### src/hdl/assert_macros.svh
// assertion helpers
`ifndef ASSERT_MACROS_SVH
`define ASSERT_MACROS_SVH
`ifndef SYNTHESIS
`define ASSERT_IMPL(label, clk, rst_n, prop) \
  label: assert property (@(posedge clk) disable iff (!rst_n) (prop)) \
    else $error("assertion failed");
`define ASSERT_NEVER(label, clk, rst_n, prop) \
  label: assert property (@(posedge clk) disable iff (!rst_n) !(prop)) \
    else $error("forbidden condition");
`else
`define ASSERT_IMPL(label, clk, rst_n, prop)
`define ASSERT_NEVER(label, clk, rst_n, prop)
`endif
`endif

### src/hdl/dtt_pkg.sv
package dtt_pkg;

  localparam logic [2:0] CMD_ARM = 3'd0;
  localparam logic [2:0] CMD_CANCEL = 3'd1;
  localparam logic [2:0] CMD_REFRESH = 3'd2;
  localparam logic [2:0] CMD_REPERIOD = 3'd3;
  localparam logic [2:0] CMD_EXPIRE = 3'd4;
  localparam logic [2:0] CMD_QUERY = 3'd5;

  localparam logic [1:0] ST_OK = 2'd0;
  localparam logic [1:0] ST_REFUSED = 2'd1;
  localparam logic [1:0] ST_FULL = 2'd2;

  localparam logic [31:0] WINDOW_RESET = 32'd3600000;

  typedef struct packed {
    logic [2:0]  cmd;
    logic [3:0]  slot;
    logic [31:0] period_ms;
    logic        recurring;
    logic        restart_now;
    logic [63:0] now_ms;
  } req_t;

  typedef struct packed {
    logic [1:0]  status;
    logic [3:0]  out_slot;
    logic        fired;
    logic [63:0] wait_ms;
    logic        front_notice;
    logic        last;
  } rsp_t;

  // controller -> datapath
  typedef struct packed {
    logic load;      // capture request, clear scan registers
    logic scan;      // examine slot at scan index
    logic scan_rst;  // restart scan index
    logic commit;    // apply single-slot command
    logic fire;      // retire best candidate
    logic roll_eval; // decide rollover and due set
  } ctl_t;

  // datapath -> controller
  typedef struct packed {
    logic scan_done;
    logic any_armed;
    logic best_valid;
  } sts_t;

endpackage

### src/hdl/dtt_ctrl.sv
module dtt_ctrl (
  input  logic          clk_i,
  input  logic          rst_ni,
  input  logic          start,
  input  logic [2:0]    cmd_i,
  input  dtt_pkg::sts_t sts_i,
  output dtt_pkg::ctl_t ctl_o,
  output logic          busy,
  output logic          emit_o,
  output logic          emit_last_o,
  output logic          emit_fire_o
);

  typedef enum logic [2:0] {
    S_IDLE, S_SCAN, S_DONE, S_EXSCAN, S_EXNEXT
  } state_e;

  state_e state_q;
  logic   is_exp_q;

  always_ff @(posedge clk_i or negedge rst_ni) begin
    if (!rst_ni) begin
      state_q  <= S_IDLE;
      is_exp_q <= 1'b0;
    end else begin
      unique case (state_q)
        S_IDLE: if (start) begin
          state_q  <= S_SCAN;
          is_exp_q <= (cmd_i == dtt_pkg::CMD_EXPIRE);
        end
        S_SCAN: if (sts_i.scan_done) state_q <= S_DONE;
        S_DONE: begin
          if (is_exp_q && sts_i.any_armed) state_q <= S_EXSCAN;
          else state_q <= S_IDLE;
        end
        S_EXSCAN: if (sts_i.scan_done) state_q <= S_EXNEXT;
        S_EXNEXT: begin
          if (sts_i.best_valid) state_q <= S_EXSCAN;
          else state_q <= S_IDLE;
        end
        default: state_q <= S_IDLE;
      endcase
    end
  end

  always_comb begin
    ctl_o = '0;
    emit_o = 1'b0;
    emit_last_o = 1'b0;
    emit_fire_o = 1'b0;
    unique case (state_q)
      S_IDLE: begin
        ctl_o.load = start;
        ctl_o.scan_rst = start;
      end
      S_SCAN: ctl_o.scan = 1'b1;
      S_DONE: begin
        if (is_exp_q && sts_i.any_armed) begin
          ctl_o.roll_eval = 1'b1;
          ctl_o.scan_rst = 1'b1;
        end else begin
          ctl_o.commit = 1'b1;
          emit_o = 1'b1;
          emit_last_o = 1'b1;
        end
      end
      S_EXSCAN: ctl_o.scan = 1'b1;
      S_EXNEXT: begin
        ctl_o.fire = 1'b1;
        ctl_o.scan_rst = 1'b1;
        // a found candidate is held pending and reported at the next fire; lastness is resolved by lookahead
        emit_o = sts_i.best_valid;
        emit_fire_o = sts_i.best_valid;
      end
      default: ;
    endcase
  end

  assign busy = (state_q != S_IDLE);

endmodule

### config.mk
export PLATFORM = sky130hd
export DESIGN_NAME = dtt_ctrl
export DESIGN_NICKNAME = d
export VERILOG_FILES = /design/src/hdl/assert_macros.svh /design/src/hdl/dtt_pkg.sv /design/src/hdl/dtt_ctrl.sv
export SDC_FILE = /design/constraint.sdc
export NUM_CORES = 1
export LEC_CHECK = 0
export ABC_AREA = 1
export BUFFER_PORTS_ARGS = -buffer_cell sky130_fd_sc_hd__buf_2
export CAP_MARGIN = 20
export CORE_AREA = 2 2 39 41
export CTS_CLUSTER_DIAMETER = 100
export DETAILED_ROUTE_END_ITERATION = 6
export DIE_AREA = 0 0 41 43
export GPL_TIMING_DRIVEN = 1
export PLACE_DENSITY_LB_ADDON = 0.3
export SYNTH_ARGS = -nofsm -noshare
export SYNTH_HDL_FRONTEND = slang
export SYNTH_SLANG_ARGS = --single-unit
### constraint.sdc
create_clock -name clk_i -period 2.3 [get_ports clk_i]
set_input_delay 0.23 -clock clk_i [delete_from_list [all_inputs] [get_ports clk_i]]
set_output_delay 0.23 -clock clk_i [all_outputs]
set_load 0.005 [all_outputs]
==> results.ini, run 1 <==
[outcome]
status = finished, final reports clean

[clock_tree]
post_cts_buffers = 0
cts_buffer_depth = 2
hold_buffers = 1
htree_levels = 1
clock_sinks = 4
tritoncts = built
cts_buffers = 3
clk_pin_slew_worst_paths_ns = 0.04
clock_latency_ns = 0.23
cts_root_buffer = clkbuf_4
cts-resized-gates = 0

[route]
viasPerCell = 3.95
wirelength_um = 648
drc = 0
postRouteAntennaNets = 0
routedWlPerCell_um = 7.90
dr.pass1.iters = 2
drt-initial-drc-count = 3
routed-via-count = 324

[power_and_ir_drop]
peakVddDrop_uv = 295
p_leak_uw = 0.000287
power_density_mw_per_mm2 = 1120
p_total_uw = 472

[final_layout]
syn2layout_area_growth_pct = 47.4
layout-drive-gt1-share_pct = 45.5
num-nets-final = 77
fin_cells = 82
antennaDiodeCount = 0
final_core_util_pct = 30.4
stdcell_area_um2 = 420
fill_cells = 163

[synth]
synthCells = 45
synth_top_area_share_pct = 35.1
netlist_area_um2 = 285
synth_warnings = 0
synth_seq_area_share_pct = 35.1
syn_avg_cell_area_um2 = 6.34
syn_nets = 54
synthTopCellsByArea = dfrtp_1 (35%), nand2_1 (16%), nand3_1 (12%)
synth_area_leader_cell = dfrtp_1
yosysUniqueCellTypes = 11
synth-seq-cells = 4

[critical_path]
crit_start = state_q[1]$_DFFE_PN0P_
cp_slowest_cell = dfrtp_1
critical_path_class = reg -> out
cp.buffers_inverters = 1
critical_path_peak_fanout = 5
reg2reg_slack_ns = 1.24
cp_cell_sequence = nor2_2 -> nand3_1 -> nand3_1 -> buf_2
crit_path_end_kind = primary output
crit_path_max_incr_delay_ns = 0.39
regToRegEndpoint = state_q[0]$_DFFE_PN0P_
r2r-start = state_q[1]$_DFFE_PN0P_
crit_top_cell = nand3_1
r2r_cells = 6
crit_required_ns = 2.07
cp.arrival_ns = 1.22
crit_path_start_kind = flip-flop
critical-path-top-delay-family = simple AND/OR/NAND/NOR gates

[placement]
place_area_um2 = 388
routabilityCongestion = 0.706
dp_hpwl_um = 571
port_buffers = 18
placedCellCount = 78

[die]
start_util_pct = 20.6
core_area_mm2 = 0.00138
die_h_um = 43
die_x_um = 41
rows = 14
die-area_mm2 = 0.00176
pin_count = 19

[hold_path]
hold_path.class = in -> reg
holdCritStartpoint = cmd_i[2]
hold-path-cell-count = 3
hold_path_end = is_exp_q$_DFFE_PN0P_

[sta]
setup-tns-final_ns = 0
period_minus_slack_ns = 1.45
rsz0062_at_grt = no
slew_headroom_pct = 86.0
setup_viol = 0
worstMarginPinSlew_ns = 0.210
fin_crit_sh_pct = 62.9
fmax_mhz = 691
hold_viol = 0
skew_ns = 0.000554
final_max_slew_viol_count = 0

[global_routing]
grt_pass1_wl_mm = 1.08
grt_max_degree = 6
grt_pass1_vias = 324
grt.total_usage_pct = 9.68
grt.overflow.total = 0
antenna_found_initial = 0

[flow_run]
maxCapViolations = 0

==> tightest hold or removal path, cell delays in order <==
cell,delay (ns)
buf_2,0.09
nand2_1,0.05
o21ai_1,0.06
==> final cells by class <==
type | instances | area (µm²) | area share [%]
Multi-Input combinational cell | 30 | 140 | 33.3
Sequential cell | 4 | 100 | 23.8
Timing Repair Buffer | 19 | 100 | 23.8
Inverter | 10 | 37.5 | 8.93
Clock buffer | 3 | 22.5 | 5.36
Tap cell | 16 | 20.0 | 4.76
==> report_power, final <==
part | total (µW) | switching [µW] | internal, µW
logic | 261 | 150 | 111
registers | 128 | 29.1 | 98.9
clock network | 83.2 | 25.1 | 58.1
==> registers in the layout (all words and copies together) (netlist names) <==
signal	cells
is_exp_q	1
state_q	3
==> how the worst max path moves through the flow <==
| stage | to | cells after the start |
|---|---|---|
| 6_report | ctl_o[3] | 4 |
| 3_5_place_dp | ctl_o[3] | 4 |
| 3_3_place_gp | ctl_o[3] | 4 |
| 4_1_cts | ctl_o[3] | 4 |
| 2_1_floorplan | ctl_o[2] | 4 |
| 5_1_grt | ctl_o[3] | 4 |
==> kinds of logic (layout without fill, tap and decap cells) <==
family / Yosys count / after routing / synth area share, %
flops: 4 / 4 / 35.1
simple gates: 28 / 28 / 45.6
compound gates: 2 / 2 / 3.51
buf+inv: 11 / 32 / 15.8
==> layout by cell type, fill, tap and decap left out <==
cell,n
nand3b_1,1
o21ai_1,2
nand2_1,12
inv_1,6
buf_2,18
nand3_1,7
nor2_2,3
clkbuf_4,3
dlygate4sd3_1,1
nor2_1,3
dfrtp_1,4
nand2_2,2
inv_2,4
==> metal layers <==
| metal | share of wire (%) | global-route usage, % | vias up |
|---|---|---|---|
| met5 | 0 | 0 | - |
| met4 | 0 | 12.0 | 0 |
| met3 | 5.4 | 1.57 | 0 |
| met2 | 52 | 15.9 | 9 |
| met1 | 43 | 7.82 | 137 |
| li1 | - | - | 178 |
==> synth_stat cells <==
library cell,count
nor2_2,3
nor2_1,3
nand2_2,2
nand2_1,12
inv_2,4
o21ai_1,2
inv_1,6
buf_4,1
nand3_1,7
dfrtp_1,4
nand3b_1,1
==> through the flow <==
stage	hold slack [ns]	worst slack, ns
floorplan	-0.0656	1.17
global placement	0.0366	1.10
finish	0.257	0.854
global route	0.258	0.730
detailed placement	0.0370	1.09
CTS	0.252	0.839
(Power assumes the default switching activity.)
==> inputs of run 2 (changes only) <==
- clock period: 2.3 -> 1.2 ns (I/O delays scaled with it)
==> run 2 against run 1 <==
  * The run now ends with negative setup slack left
  * Clock-buffer cell count did not move
  * Critical endpoint is now emit_o
  * First-iteration DRC count decreased by 100%
  * Power up 140%
  * Setup slack lost 0.90 ns
  * Clock power up 91%
  * Critical path type unchanged
  * Register-to-register slack got worse by 1.2 ns
  * Worst hold slack lost 0.11 ns
==> results.ini, run 2 (synthesized netlist as in run 1, its figures left out) <==
[outcome]
status = complete, but fails checks
violations = negative setup slack

[die]
die_h_um = 43
die-area_mm2 = 0.00176
die_x_um = 41
start_util_pct = 20.6
core_area_mm2 = 0.00138
rows = 14
pin_count = 19

[sta]
hold_viol = 0
rsz0062_at_grt = yes
skew_ns = 0.00122
setup_viol = 7
slew_headroom_pct = 87.8
fin_crit_sh_pct = 104
final_max_slew_viol_count = 0
period_minus_slack_ns = 1.25
whs_ns = 0.143
setup_slack_ns = -0.0463
worstMarginPinSlew_ns = 0.184
fmax_mhz = 802

[final_layout]
syn2layout_area_growth_pct = 86.0
register_area_um2 = 101
regMostFlops = state_q
layout-drive-gt1-share_pct = 63.5
largest_reg_flops = 3
reg_top3 = state_q x3, is_exp_q x1
antennaDiodeCount = 0
num-nets-final = 85
fill_cells = 165
final_common_cell = buf_2
multi_input_area_um2 = 185
final_cell_mix = buf_2 (18), nand2_1 (11), buf_4 (7)
final_core_util_pct = 38.3

[global_routing]
grt.overflow.total = 0
grt.total_usage_pct = 11.6
grt_max_degree = 6
antenna_found_initial = 0
grt_pass1_vias = 379
grt_pass1_wl_mm = 1.32

[power_and_ir_drop]
peakVddDrop_uv = 612
p_total_uw = 1120
p_leak_uw = 0.000335
power_density_mw_per_mm2 = 2100

[critical_path]
r2r_cells = 7
reg2reg_slack_ns = 0
crit_path_end_kind = primary output
r2r-start = state_q[1]$_DFFE_PN0P_
regToRegEndpoint = state_q[1]$_DFFE_PN0P_
endpoint = emit_o
critical_path_class = reg -> out
crit_required_ns = 1.08
crit_start = state_q[1]$_DFFE_PN0P_
critical_path_peak_fanout = 5
cp.arrival_ns = 1.13
crit_path_start_kind = flip-flop

[route]
drc = 0
routed-via-count = 362
postRouteAntennaNets = 0
dr.pass1.iters = 1
routedWlPerCell_um = 8.72
viasPerCell = 4.02
wirelength_um = 785
drt-initial-drc-count = 0

[clock_tree]
tritoncts = built
cts_buffers = 3
clock_sinks = 4
htree_levels = 1
cts_buffer_depth = 2
clk_pin_slew_worst_paths_ns = 0.04
clock_latency_ns = 0.23
cts_root_buffer = clkbuf_4

[placement]
dp_hpwl_um = 571
pre_cts_ws_ns = 0.103
port_buffers = 18
routabilityCongestion = 0.707

[hold_path]
hold_path.class = in -> reg

[flow_run]
maxCapViolations = 0

-- run 2: changes by cell type in the layout (fill, tap and decap cells not counted), moves of 2 or more --
cell and delta:
buf_4 +7, nand3_1 -5, nand3_2 +5, nor2_4 +3, nor2_2 -2
-- run 2: repair_timing --
item                       in CTS  in global routing
hold endpoints to repair        4                  0
resized for setup               8                  5
buffers inserted                6                  2
setup endpoints to repair       7                 12
hold buffers                    1                  0
pin swaps                       4                  6
-- run 2: critical path, stage by stage (launching register included) --
cell and delay [ns]:
dfrtp_1 0.41, nor2_4 0.18, nand3_2 0.11, o21ai_1 0.09
buf_2 0.12
-- run 2: per-layer routing --
layer | up-vias | share of wire (%) | global-route usage [%]
li1 | 193 | - | -
met1 | 160 | 38 | 8.79
met2 | 9 | 58 | 20.9
met3 | 0 | 4.5 | 1.57
met4 | 0 | 0 | 12.0
met5 | - | 0 | 0
-- run 2: through the flow --
step	TNS [ns]	instances	instance area (µm²)
after floorplan	0	45	285
after global placement	0	78	388
after detailed placement	0	78	388
after CTS	-0.293	88	499
after global routing	-1.19	90	531
final	-0.221	90	531
-- run 2: area by class of cell --
type | count | share of cell area (%)
Clock buffer | 3 | 4.25
Inverter | 10 | 7.08
Timing Repair Buffer | 27 | 30.9
Sequential cell | 4 | 19.1
Multi-Input combinational cell | 30 | 34.9
Tap cell | 16 | 3.77
-- run 2: worst min-delay path by stage --
| stage | start | endpoint | cells after the start |
|---|---|---|---|
| floorplan | rst_ni | is_exp_q$_DFFE_PN0P_ | 0 |
| global placement | rst_ni | is_exp_q$_DFFE_PN0P_ | 1 |
| CTS | cmd_i[2] | is_exp_q$_DFFE_PN0P_ | 3 |
| finish | cmd_i[2] | is_exp_q$_DFFE_PN0P_ | 3 |
| detailed placement | rst_ni | is_exp_q$_DFFE_PN0P_ | 1 |
| global route | cmd_i[2] | is_exp_q$_DFFE_PN0P_ | 3 |
-- run 2: report_power, final --
| group | internal (µW) | switching [µW] |
|---|---|---|
| clock | 111 | 47.3 |
| combinational | 337 | 360 |
| sequential | 191 | 69.4 |
